## config.mk

```make
export PLATFORM = sky130hd
export DESIGN_NAME = ldt_cell
export DESIGN_NICKNAME = d
export VERILOG_FILES = /design/src/rtl/ldt_pkg.sv /design/src/rtl/ldt_cell.sv
export SDC_FILE = /design/constraint.sdc
export NUM_CORES = 1
export LEC_CHECK = 0
export ABC_AREA = 1
export BUFFER_PORTS_ARGS = -buffer_cell sky130_fd_sc_hd__buf_2
export CORE_MARGIN = 10
export CORE_UTILIZATION = 29
export CTS_CLUSTER_DIAMETER = 80
export DETAILED_ROUTE_END_ITERATION = 6
export PLACE_DENSITY_LB_ADDON = 0.2
export RECOVER_POWER = 50
export SYNTH_ARGS = -nofsm -noshare
export SYNTH_HDL_FRONTEND = slang
export SYNTH_SLANG_ARGS = --single-unit
```

## constraint.sdc

```tcl
create_clock -name clk -period 22.3 [get_ports clk]
set_clock_uncertainty 0.2 [all_clocks]
set_input_delay 0 -clock clk [delete_from_list [all_inputs] [get_ports clk]]
set_output_delay 0 -clock clk [all_outputs]
set_load 0.02 [all_outputs]
```

## src/rtl/ldt_pkg.sv

```systemverilog
// Package with the shared types and constants of the leaf dedup table.
package ldt_pkg;

  localparam logic [63:0] MIX_MUL_A = 64'hff51afd7ed558ccd;
  localparam logic [63:0] MIX_MUL_B = 64'hc4ceb9fe1a85ec53;
  localparam int unsigned MIX_SHIFT = 33;

  // Per-kind counters are one bit wider than an index so that they can reach the limit.
  localparam int unsigned INDEX_W = 8;
  localparam int unsigned COUNT_W = INDEX_W + 1;

  typedef struct packed {
    logic        is_bar;
    logic [3:0]  leaf_len;
    logic [63:0] word;
  } leaf_in_t;

  typedef struct packed {
    logic [INDEX_W-1:0] leaf_index;
    logic               is_new;
    logic               table_full;
    logic [63:0]        leaf_hash;
  } leaf_out_t;

  // Search key broadcast to every cell; kind_width is is_bar over leaf_len.
  typedef struct packed {
    logic [63:0] hash;
    logic [4:0]  kind_width;
    logic [63:0] word;
  } ldt_key_t;

  // Search token handed from cell to cell.
  typedef struct packed {
    logic               valid;
    logic               hit;
    logic [INDEX_W-1:0] index;
  } ldt_token_t;

  // Insert command broadcast to every cell.
  typedef struct packed {
    logic               en;
    logic [INDEX_W-1:0] index;
  } ldt_write_t;

endpackage

```

## src/rtl/ldt_cell.sv

```systemverilog
// One table cell: holds one entry and forwards the search token to its neighbor.
module ldt_cell
  import ldt_pkg::*;
#(
  parameter int unsigned USED_W  = 9,
  parameter int unsigned CELL_ID = 0
) (
  input  logic              clk,
  input  logic              rst,
  input  ldt_key_t          key,
  input  ldt_write_t        wr,
  input  logic [USED_W-1:0] used,
  input  ldt_token_t        tok_in,
  output ldt_token_t        tok_out
);

  localparam logic [USED_W-1:0] MyId = USED_W'(CELL_ID);

  ldt_key_t           entry_key;
  logic [INDEX_W-1:0] entry_index;
  logic               occupied;
  logic               match;

  // Entries are filled in order, so a cell holds data exactly when it sits below the fill count.
  assign occupied = used > MyId;
  assign match    = occupied && (entry_key == key);

  always_ff @(posedge clk) begin
    if (wr.en && used == MyId) begin
      entry_key   <= key;
      entry_index <= wr.index;
    end
  end

  always_ff @(posedge clk) begin
    if (rst) begin
      tok_out.valid <= 1'b0;
    end else begin
      tok_out.valid <= tok_in.valid;
    end
  end

  always_ff @(posedge clk) begin
    tok_out.hit   <= tok_in.hit | match;
    tok_out.index <= tok_in.hit ? tok_in.index : entry_index;
  end

endmodule

```

# Word level (Yosys, flattened, before mapping)

Index checks and enable logic that the tools add are counted.

Bitwise gates (word level): 1
Muxes and demuxes: 1
Reduce and logical (&&, ||, !) cells: 3
Magnitude comparators: 1
Equality and inequality tests: 1

Operators by type and width:

| cell                                                           | count |
|---|---|
| equality test 133 bit                                          | 1 |
| greater-than comparator 9 x 1 -> 1 bit (second input constant) | 1 |
| logical NOT 9 bit                                              | 1 |
| two-way mux 8 bit                                              | 1 |
| logical AND 1 bit                                              | 2 |
| OR 1 bit                                                       | 1 |

Register bits after elaboration: 151
Output and inout bits: 10
Input bits: 163

# Logic depth before layout (Yosys ltp)

Depth after elaboration: 3
Gate-level depth with buffers: 11
Gate-level depth less buffers: 11

# Least setup slack after synthesis

OpenSTA, ideal clock, no wires.

Path kind: in2reg
Start point: input used[7]
End point: register entry_index[0] (enable)
Required time: 21.457 ns
Setup time: 0.643 ns
Stages on the path: 3
Setup slack: 15.306 ns
Data arrival time: 6.151 ns
Cells stage by stage: nor3_1 -> nand4_1 -> nor2_1

Cells in the longest elaborated chain, start to end: 2

RTL lines:

| element                | RTL line       | source |
|---|---|---|
| start: declaration     | ldt_cell.sv:12 | `input logic [USED_W-1:0] used,` |
| logical NOT 9 bit      | ldt_cell.sv:29 | `if (wr.en && used == MyId) begin` |
| logical AND 1 bit      | ldt_cell.sv:29 |  |
| end signal: assignment | ldt_cell.sv:31 | `entry_index <= wr.index;` |
| end: declaration       | ldt_cell.sv:20 | `logic [INDEX_W-1:0] entry_index;` |

Every way passes these cells.
A chain may end at the register's enable or synchronous reset.

# Worst setup path in the final report

Start point: input used[7]
End point: register entry_key[61] (netlist bit) (enable)

Cells in the longest elaborated chain, start to end: 2

RTL lines:

| element                | RTL line       | source |
|---|---|---|
| logical NOT 9 bit      | ldt_cell.sv:29 |  |
| logical AND 1 bit      | ldt_cell.sv:29 |  |
| end signal: assignment | ldt_cell.sv:30 | `entry_key <= key;` |
| end: declaration       | ldt_cell.sv:19 | `ldt_key_t entry_key;` |

Every way passes these cells.

==> summary.txt <==
Floorplanning
  • Overall die area: 0.0291 mm2
  • Horizontal die dimension: 171 um
  • Effective utilization at floorplan: 0.292
  • I/O pins: 173
  • Cell row count: 55
  • Core Region: 0.0225 mm2
  • Vertical extent of the die: 171 um

STA
  • Setup ws final: 19.90 ns
  • Highest clock frequency the design can meet: 416 MHz
  • Fraction of the cycle the final worst path needs: 0.108
  • Number of setup violations in the final report: 0
  • Number of endpoints with negative hold slack in the final report: 0
  • Actual slew at the worst max-slew pin: 0.977 ns
  • Fin crit period: 2.41 ns
  • Final setup TNS: 0 ns
  • Setup repair after global routing missed its margin: false
  • Fin Hold WS: 0.0980 ns
  • Remaining max-slew budget at the tightest pin: 0.349
  • Max-slew violation count: 0

Layout
  • Number of nets at the end of the flow: 1097
  • Final cell area excluding filler cells: 0.00989 mm2
  • Share of layout cells above drive strength 1: 0.0707
  • Synth-to-Final Area Change: 50.4%
  • Util after Layout: 0.439
  • Final instance count without filler cells: 1233

Pwr
  • Total power consumption of the routed design: 0.649 mW
  • Standby leakage power: 3.71 nW
  • Ratio of total power to cell area: 65.7 mW/mm2
  • IR Drop Worst-Case VDD: 0.0000403 V

Clock network
  • Clock latency reported for the late side of the worst-skew pair: 0.41 ns
  • H-tree level count: 4
  • Quantity of gates resized following cts: 0
  • TritonCTS clock tree: yes
  • Worst-path clk slew: 0.07 ns
  • Post-CTS Repair Setup Buffers: 0
  • Maximum clock insertion buffer count: 2
  • Number of sinks driven by the clock tree: 151
  • Number of buffers created by CTS: 17
  • Clock root cell: sky130_fd_sc_hd__clkbuf_16

Logic synthesis
  • Register bit count reported by yosys: 151
  • Area of the mapped netlist: 0.00657 mm2
  • Count of mapped cells out of synthesis: 574
  • Yosys cell types: 18
  • Post-synthesis net count: 737
  • Number of warnings issued by yosys: 0
  • Average instance area after synthesis: 11.5 um2
  • Sequential share of the synthesized area: 0.675

Global route
  • Aggregate global-route resource usage: 0.113
  • First-pass GRT wire length: 26.0 mm
  • Pin count of the biggest net entering global routing: 74
  • Sum of overflow across all layers after global routing: 0
  • Via count of the first global-routing pass: 5268
  • Number of antenna violations at the first check in global routing: 0

Critical path
  • Critical path class: in -> reg
  • Worst EP arrival: 2.23 ns
  • Endpoint kind of the worst setup timing path: register
  • Number of cells on the worst reg-to-reg path: 9
  • Count of buffering cells on the critical path with inverters included: 3
  • R2r setup slk: 20.63 ns
  • Startpoint of the worst register-to-register path: entry_key[120]
  • List of cells traversed by the critical path: buf_2 > nor3_1 > nand4_1 > nor2_4 > buf_4 > buf_4
  • Critical Path Start Type: input pin
  • CP max stage delay: 0.83 ns
  • Kind of cell adding the most delay to the critical path: buffers and inverters
  • Worst-path fanout max: 73
  • Dominant cell type by count on the critical path: sky130_fd_sc_hd__buf_4
  • Worst path required time: 22.13 ns
  • Critical register-to-register path endpoint: tok_out[8]
  • Cell with the largest stage delay on the worst path: sky130_fd_sc_hd__buf_4

Route
  • Starting DRT DRC Count: 190
  • DRT Wirelength: 15.9 mm
  • Router iterations before antenna repair: 4
  • Number of routed nets with antenna violations: 0
  • Remaining DRCs: 0
  • Per-cell routed wire length: 12.9 um
  • Via count: 4887
  • Avg Vias per Cell: 3.96

Placed design
  • Post-place instance area: 0.00781 mm2
  • RD Place Congestion: 0.730
  • Total of buffers placed on input and output ports: 172
  • Placed wire-length estimate after detailed placement: 10.6 mm
  • Placement-stage worst setup slack: 19.40 ns
  • DP Cell Count: 1032

Job
  • Total of max-cap violations: 0

Hold path
  • Hold Path Sink: entry_index[5]
  • Hold_sp: wr[5]
  • Number of cells traversed by the worst hold path: 2
  • Class of the tightest hold or removal check: in -> reg

Outcome
  • Outcome: finished, final reports clean
-- flip-flops by register name (all words and copies together) (netlist names) --
name,count
entry_key,133
entry_index,8
tok_out,10
-- synthesized netlist by cell type, drive strengths merged --
cell      n  area, um2
nor3      1       5.00
nor2     50        200
o21ai     2       10.0
nand3    15       75.1
buf       1       5.00
nand4    10       62.6
xor2      2       17.5
nand2   166        623
edfxtp  141       4230
a21oi     2       17.5
inv      72        270
dfxtp    10        200
or2      14       87.6
clkinv    1       3.75
xnor2    87        762
-- worst max path at each step --
stage	cells after the start	endpoint	slack (ns)	from
after floorplan	3	entry_index[0]	15.31	used[7]
after global placement	6	entry_key[32]	19.42	used[7]
after detailed placement	6	entry_key[32]	19.40	used[7]
after CTS	6	entry_key[86]	19.85	used[7]
after global routing	6	entry_key[80]	19.68	used[7]
final	6	entry_key[61]	19.90	used[7]
-- logic make-up (layout without fill, tap and decap cells) --
logic type	after synthesis	count (layout)	share of synthesized area
simple gates	256	256	0.160
other cells	0	1	0
buf+inv	74	447	0.0424
xor+xnor	89	89	0.119
compound gates	4	4	0.00419
flops	151	151	0.675
-- report_power, final --
| part | internal [mW] | total [mW] | switching [mW] | leakage, nW |
|---|---|---|---|---|
| Combinational | 0.0356 | 0.0598 | 0.0242 | 2.07 |
| Sequential | 0.311 | 0.311 | 0.000412 | 1.35 |
| Clock | 0.163 | 0.279 | 0.115 | 0.289 |
| Total | 0.509 | 0.649 | 0.140 | 3.71 |
-- cells in the final DEF, fill, tap and decap left out, types with 2 or more instances in the layout --
| master | instances |
|---|---|
| sky130_fd_sc_hd__or2_1 | 4 |
| sky130_fd_sc_hd__buf_2 | 30 |
| sky130_fd_sc_hd__nand2_1 | 166 |
| sky130_fd_sc_hd__or2_0 | 10 |
| sky130_fd_sc_hd__inv_4 | 5 |
| sky130_fd_sc_hd__edfxtp_1 | 141 |
| sky130_fd_sc_hd__nand3_1 | 15 |
| sky130_fd_sc_hd__inv_1 | 72 |
| sky130_fd_sc_hd__dlygate4sd3_1 | 168 |
| sky130_fd_sc_hd__clkinv_2 | 2 |
| sky130_fd_sc_hd__o21ai_1 | 2 |
| sky130_fd_sc_hd__nor2_1 | 46 |
| sky130_fd_sc_hd__a21oi_2 | 2 |
| sky130_fd_sc_hd__buf_4 | 2 |
| sky130_fd_sc_hd__nor2_2 | 2 |
| sky130_fd_sc_hd__xor2_1 | 2 |
| sky130_fd_sc_hd__nor2_4 | 2 |
| sky130_fd_sc_hd__nand4_1 | 10 |
| sky130_fd_sc_hd__clkbuf_1 | 145 |
| sky130_fd_sc_hd__dfxtp_1 | 10 |
| sky130_fd_sc_hd__clkbuf_16 | 20 |
| sky130_fd_sc_hd__xnor2_1 | 87 |
-- layer usage --
metal  global-route usage  up-vias  routed length (um)
li1                     -     2575                   -
met1                0.135     2179                7160
met2                0.186      122                7540
met3               0.0403       11                 976
met4               0.0366        0                 176
met5                    0        -                   0
-- final cells by class --
type / instances / area [um2]
Fill cell: 2156 / 12600
Clock inverter: 9 / 58.8
Timing Repair Buffer: 342 / 2380
Sequential cell: 151 / 4430
Inverter: 73 / 274
Antenna cell: 1 / 2.50
Tap cell: 285 / 357
Clock buffer: 23 / 512
Multi-Input combinational cell: 349 / 1870
-- what timing repair did --
action                                 in CTS  in global routing
hold buffers                              168                  0
setup endpoints to repair                   0                  0
endpoints found under the hold margin     151                  0
Power figures use the tool's default switching activity.
