<file path="src/rtl/ldt_pkg.sv">
// Package with the shared types and constants of the leaf dedup table.
package ldt_pkg;

  localparam logic [63:0] MIX_MUL_A = 64'hff51afd7ed558ccd;
  localparam logic [63:0] MIX_MUL_B = 64'hc4ceb9fe1a85ec53;
  localparam int unsigned MIX_SHIFT = 33;

  // Per-kind counters are one bit wider than an index so that they can reach the limit.
  localparam int unsigned INDEX_W = 8;
  localparam int unsigned COUNT_W = INDEX_W + 1;

  typedef struct packed {
    logic        is_bar;
    logic [3:0]  leaf_len;
    logic [63:0] word;
  } leaf_in_t;

  typedef struct packed {
    logic [INDEX_W-1:0] leaf_index;
    logic               is_new;
    logic               table_full;
    logic [63:0]        leaf_hash;
  } leaf_out_t;

  // Search key broadcast to every cell; kind_width is is_bar over leaf_len.
  typedef struct packed {
    logic [63:0] hash;
    logic [4:0]  kind_width;
    logic [63:0] word;
  } ldt_key_t;

  // Search token handed from cell to cell.
  typedef struct packed {
    logic               valid;
    logic               hit;
    logic [INDEX_W-1:0] index;
  } ldt_token_t;

  // Insert command broadcast to every cell.
  typedef struct packed {
    logic               en;
    logic [INDEX_W-1:0] index;
  } ldt_write_t;

endpackage

</file>
<file path="src/rtl/ldt_hash.sv">
// Multi-cycle murmur3 64-bit finalizer built around one shared 32x32 multiplier.
module ldt_hash
  import ldt_pkg::*;
(
  input  logic        clk,
  input  logic        rst,
  input  logic        start,
  input  logic [63:0] word,
  output logic        done,
  output logic [63:0] hash_value
);

  logic [63:0] x;
  logic [63:0] acc;
  logic [63:0] prod;
  logic [2:0]  cnt;
  logic        phase;
  logic        running;

  logic [63:0] mul_const;
  logic [31:0] op_a;
  logic [31:0] op_b;
  logic [63:0] product;
  logic [63:0] mixed;

  assign mul_const = phase ? MIX_MUL_B : MIX_MUL_A;

  // The low 64 bits of a 64x64 product need only three 32x32 partial products.
  always_comb begin
    case (cnt)
      3'd0: begin
        op_a = x[31:0];
        op_b = mul_const[31:0];
      end
      3'd1: begin
        op_a = x[63:32];
        op_b = mul_const[31:0];
      end
      default: begin
        op_a = x[31:0];
        op_b = mul_const[63:32];
      end
    endcase
  end

  assign product = 64'(op_a) * 64'(op_b);
  assign mixed   = acc ^ (acc >> MIX_SHIFT);

  always_ff @(posedge clk) begin
    if (rst) begin
      running <= 1'b0;
      done    <= 1'b0;
      cnt     <= 3'd0;
      phase   <= 1'b0;
    end else begin
      done <= 1'b0;
      if (start) begin
        x       <= word ^ (word >> MIX_SHIFT);
        running <= 1'b1;
        phase   <= 1'b0;
        cnt     <= 3'd0;
      end else if (running) begin
        case (cnt)
          3'd0: begin
            prod <= product;
            acc  <= '0;
            cnt  <= 3'd1;
          end
          3'd1: begin
            prod <= product;
            acc  <= acc + prod;
            cnt  <= 3'd2;
          end
          3'd2: begin
            prod <= product;
            acc  <= acc + {prod[31:0], 32'b0};
            cnt  <= 3'd3;
          end
          3'd3: begin
            acc <= acc + {prod[31:0], 32'b0};
            cnt <= 3'd4;
          end
          default: begin
            cnt <= 3'd0;
            if (!phase) begin
              x     <= mixed;
              phase <= 1'b1;
            end else begin
              // A zero hash is never output: it is replaced by one.
              hash_value <= (mixed == 64'd0) ? 64'd1 : mixed;
              running    <= 1'b0;
              done       <= 1'b1;
            end
          end
        endcase
      end
    end
  end

endmodule

</file>
<file path="config.mk">
export PLATFORM = sky130hd
export DESIGN_NAME = ldt_hash
export DESIGN_NICKNAME = d
export VERILOG_FILES = /design/src/rtl/ldt_pkg.sv /design/src/rtl/ldt_hash.sv
export SDC_FILE = /design/constraint.sdc
export NUM_CORES = 2
export LEC_CHECK = 0
export ABC_AREA = 1
export BUFFER_PORTS_ARGS = -buffer_cell sky130_fd_sc_hd__buf_2
export CAP_MARGIN = 5
export CORE_ASPECT_RATIO = 2
export CORE_UTILIZATION = 60
export DETAILED_ROUTE_END_ITERATION = 8
export PLACE_DENSITY_LB_ADDON = 0.3
export RECOVER_POWER = 100
export SETUP_SLACK_MARGIN = 0.4
export SYNTH_ARGS = -nofsm -noshare
export SYNTH_HDL_FRONTEND = slang
export SYNTH_SLANG_ARGS = --single-unit
</file>
<file path="constraint.sdc">
create_clock -name clk -period 9.7 [get_ports clk]
set_input_delay 0.485 -clock clk [delete_from_list [all_inputs] [get_ports clk]]
set_output_delay 0.485 -clock clk [all_outputs]
set_load 0.05 [all_outputs]
</file>
==> impl_metrics.csv, run 1 <==
group,metric,value,unit
yosys,async_reset_ff_share,0,%
clocking,cts_root_buffer,"clkbuf_16",
yosys,ys.warnings.count,0,
global_route,grt_usage,82.5,%
floorplan,dieWidth,204,um
yosys,synth.avg_cell_area,7.95,sq um
yosys,netlist_area,49000,sq um
placed_design,dp_hpwl,217,mm
yosys,synth_top_family_by_area,"adder cells",
global_route,grt_pass1_vias,59804,
yosys,synth_ff_type,"edfxtp_1",
placed_design,dpl.cell_count,7375,
placed_design,place_congestion,1.29,
yosys,synth-compound-area-share,5.65,%
yosys,syn-num-nets,7454,
floorplan,die_h,406,um
clocking,htreeDepth,1,
yosys,synth_xor_xnor_area_share,3.22,%
outcome,haltStage,"global routing",
yosys,synth.distinct_cells,49,
yosys,synthesis.instances,6160,
yosys,ys_ff_latch,262,
outcome,firstError,"[ERROR GRT-0116] Global routing finished with congestion. Check the congestion regions in the DRC Viewer.",
global_route,grt_pass1_wl,502,mm
floorplan,start_util,60.8,%
clocking,clockBufferDepth,3,
yosys,synth_edf_count,256,
yosys,synth.area.top_cells,"fa_1, edfxtp_1, ha_1, inv_1, nand2_1",
clocking,holdBufCountCts,0,
global_route,grt_max_degree,90,
global_route,gr-total-overflow,3285,
yosys,synth.area.mux_share,0.0204,%
floorplan,fp-row-count,147,
floorplan,io-pin-count,132,
clocking,numCtsBuffers,24,
outcome,status,"aborted with a tool error",
yosys,yosys.area_share.simple,19.1,%
yosys,ys_seq_area_share,15.9,%
yosys,synth_top_cell_by_area,"fa_1",
placed_design,port_buffers,131,
clocking,clock_sinks,262,
yosys,synth-adder-area-share,43.1,%
clocking,cts_setup_buffers,0,
yosys,synth_top_area_share,31.4,%
-- through the flow --
stage                     setup slack, ns  instance area [sq um]
after global placement              0.330                  51800
after detailed placement            0.196                  51800
after floorplan                      1.60                  49000
after CTS                           0.521                  52700
-- cells in the mapped netlist (2+ instances only) --
library cell and n:
inv_1 1522, nand2_1 1380, fa_1 768, nor2_1 576, ha_1 459, edfxtp_1 256
nand3_1 207, a21oi_1 195, o21ai_0 185, xor2_1 107, clkbuf_1 86, xnor2_1 73
o21bai_1 44, nor3_1 39, or2_2 31, buf_2 28, nand4_1 26, nor4_1 19
inv_2 17, nand3b_1 15, o21ai_2 15, a21o_1 14, nor2_2 13, o21a_1 11
o21ai_1 9, buf_1 8, a31oi_1 6, dfxtp_1 6, and2_1 5, buf_4 5
o22ai_1 5, a21boi_0 4, clkinv_1 3, a211oi_1 2, a31o_2 2, and3_1 2
buf_6 2, nor2_4 2, nor3b_1 2, or2_1 2
-- logic make-up after synthesis --
family | after synthesis
AOI/OAI and AO/OA | 496
xor gates and xnor gates | 180
adders and majority gates | 1227
buffers and inverters | 1672
DFF | 262
muxes | 1
other | 1
and+or+nand+nor | 2321
-- what timing repair did --
action | CTS
gates resized for setup | 8
endpoints found under the hold margin | 0
endpoints found under the setup margin | 3
gates cloned | 0
-- routing by layer --
layer	overflow	track usage [%]
met1	26	76.1
met5	0	19.8
met4	778	89.1
met3	22	61.9
met2	2459	108
==> inputs of run 2 (changes only) <==
CORE_ASPECT_RATIO = unset   (was 2)
CORE_UTILIZATION = 40   (was 60)
PLACE_DENSITY_LB_ADDON = 0.15   (was 0.3)
SETUP_SLACK_MARGIN = unset   (was 0.4)
==> impl_metrics.csv, run 2 <==
group,metric,value,unit
floorplan,io-pin-count,132,
timing,period_share,92.3,%
clocking,holdBufCountCts,0,
setup_path,crit_top_cell,"fa_1",
final_layout,final_area,52800,sq um
run,cap_violations,10,
yosys,synth.avg_cell_area,7.95,sq um
routing,dr.pass1.iters,5,
timing,finalHoldViolations,0,
yosys,synth_top_area_share,31.4,%
timing,fin_crit,8.95,ns
clocking,clk_pin_slew,0.07,ns
floorplan,coreArea,122000,sq um
setup_path,critical_path_class,"reg -> reg",
clocking,clkLatencyLatePin,0.63,ns
placed_design,dp_hpwl,181,mm
setup_path,worstPathMaxFanout,23,
final_layout,final_cell_mix,"inv_1, nand2_1, fa_1",
clocking,htreeDepth,1,
floorplan,start_util,40.3,%
clocking,post_cts_resized,0,
final_layout,layout-drive-gt1-share,4.47,%
routing,vias_per_cell,5.16,
yosys,synth.most_common_cell,"inv_1",
setup_path,arrival,9.33,ns
final_layout,nets,7581,
yosys,async_reset_ff_share,0,%
final_layout,num-fill-cells,12708,
global_route,grt_max_degree,65,
routing,wl_per_cell,26.0,um
timing,max_freq,0.112,GHz
timing,holdWs,0.143,ns
global_route,grt_antenna_before_repair,5,
placed_design,placedInstanceArea,51900,sq um
yosys,ys_seq_area_share,15.9,%
outcome,violations,"capacitance limit, slew limit",
routing,ant_nets,0,
timing,tns,0,ns
yosys,ys.warnings.count,0,
yosys,syn-num-nets,7454,
setup_path,crit_path_end_kind,"register",
setup_path,cp_slowest_cell,"o21ai_0",
timing,finClkSkew,0.0202,ns
clocking,clock_sinks,262,
yosys,synth_edf_count,256,
yosys,synth.area.top_cells,"fa_1, edfxtp_1, ha_1, inv_1, nand2_1",
setup_path,crit_required,10.09,ns
placed_design,dpl.cell_count,7880,
final_layout,layout_commonest_cell,"inv_1",
floorplan,dieWidth,352,um
clocking,clockBufferDepth,3,
floorplan,fp-row-count,128,
timing,drv_slew,416,
yosys,ys_ff_latch,262,
global_route,gr-total-overflow,0,
yosys,synthTopCellsByCount,"inv_1, nand2_1, fa_1",
global_route,grt_pass1_wl,296,mm
setup_path,critPathMaxStageDelay,0.67,ns
routing,drc,0,
floorplan,die_h,352,um
global_route,grt_pass1_vias,40380,
yosys,netlist_area,49000,sq um
routing,routed_wl,207,mm
yosys,synth.distinct_cells,49,
placed_design,place_congestion,1.02,
timing,slew_headroom,-178,%
clocking,cts_root_buffer,"clkbuf_16",
global_route,grt_usage,33.4,%
routing,dr.first_iter.drc_count,4244,
final_layout,fin_cells,7936,
clocking,numCtsBuffers,30,
timing,setup_violations,0,
yosys,synthesis.instances,6160,
clocking,cts_tree,"yes",
final_layout,diodes,0,
floorplan,dieArea,124000,sq um
yosys,synth_top_cell_by_area,"fa_1",
yosys,synth_ff_type,"edfxtp_1",
clocking,cts_setup_buffers,0,
routing,num_vias,40969,
timing,worst_pin_slew,4.18,ns
outcome,status,"complete, but fails checks",
setup_path,cp-start-kind,"register",
final_layout,syn_to_final_growth,7.74,%
timing,rsz0062_at_grt,"false",
worst_hold_path,hold_class,"in -> reg",
placed_design,port_buffers,131,
[run 2: cell counts after synthesis]
No cell type changed its count.
[run 2: kinds of logic after synthesis]
| group | share of synthesized area, % |
|---|---|
| AND/OR/NAND/NOR | 19.1 |
| buffers and inverters | 13.0 |
| adder cells (fa/ha/maj) | 43.1 |
| AO/OA/AOI/OAI | 5.65 |
| flip-flops | 15.9 |
| XOR/XNOR | 3.22 |
| other | 0.00766 |
| multiplexers | 0.0204 |
[run 2: cell type report]
type	instances	area, sq um	area share (%)
well taps	1625	2030	3.85
multi-input cells	4226	34900	66.1
inverters	1543	5790	11.0
clock inverters	24	264	0.500
repair buffers	224	1250	2.38
clock buffers	32	758	1.44
flip-flops and latches	262	7810	14.8
[run 2: layer usage]
| metal | wire length (um) | up-vias | GRT usage, % |
|---|---|---|---|
| met5 | 13 | - | 0 |
| met4 | 6330 | 2 | 8.55 |
| met3 | 14800 | 193 | 4.38 |
| met2 | 87700 | 1636 | 49.2 |
| met1 | 97700 | 20305 | 51.0 |
| li1 | - | 18833 | - |
[run 2: worst paths after layout]
kind                            startpoint  endpoint  slack [ns]  depth (start not counted)
worst max register to register      cnt[2]  prod[52]        0.75                         29
worst max-delay path                cnt[2]  prod[52]        0.75                         29
worst min-delay path              word[31]     x[31]        0.14                          3
worst min register to register       phase     phase        0.55                          2
[run 2: critical path: cells and delay by family (launching register included)]
kind	cells	cell delay (ns)
DFF	1	0.35
adders and majority gates	9	4.40
and+or+nand+nor	10	1.96
AOI/OAI and AO/OA	2	0.84
buffers and inverters	8	1.14
[run 2: per-stage QoR]
stage	utilization [%]	worst slack [ns]
CTS	43.6	0.890
global route	43.4	0.273
floorplan	-	1.60
detailed placement	42.7	0.895
finish	43.4	0.751
global placement	42.7	0.982
Power of run 2 is left out: the tool's default activity adds up to more than one toggle a clock period on the data nets, which glitch-free logic cannot reach.
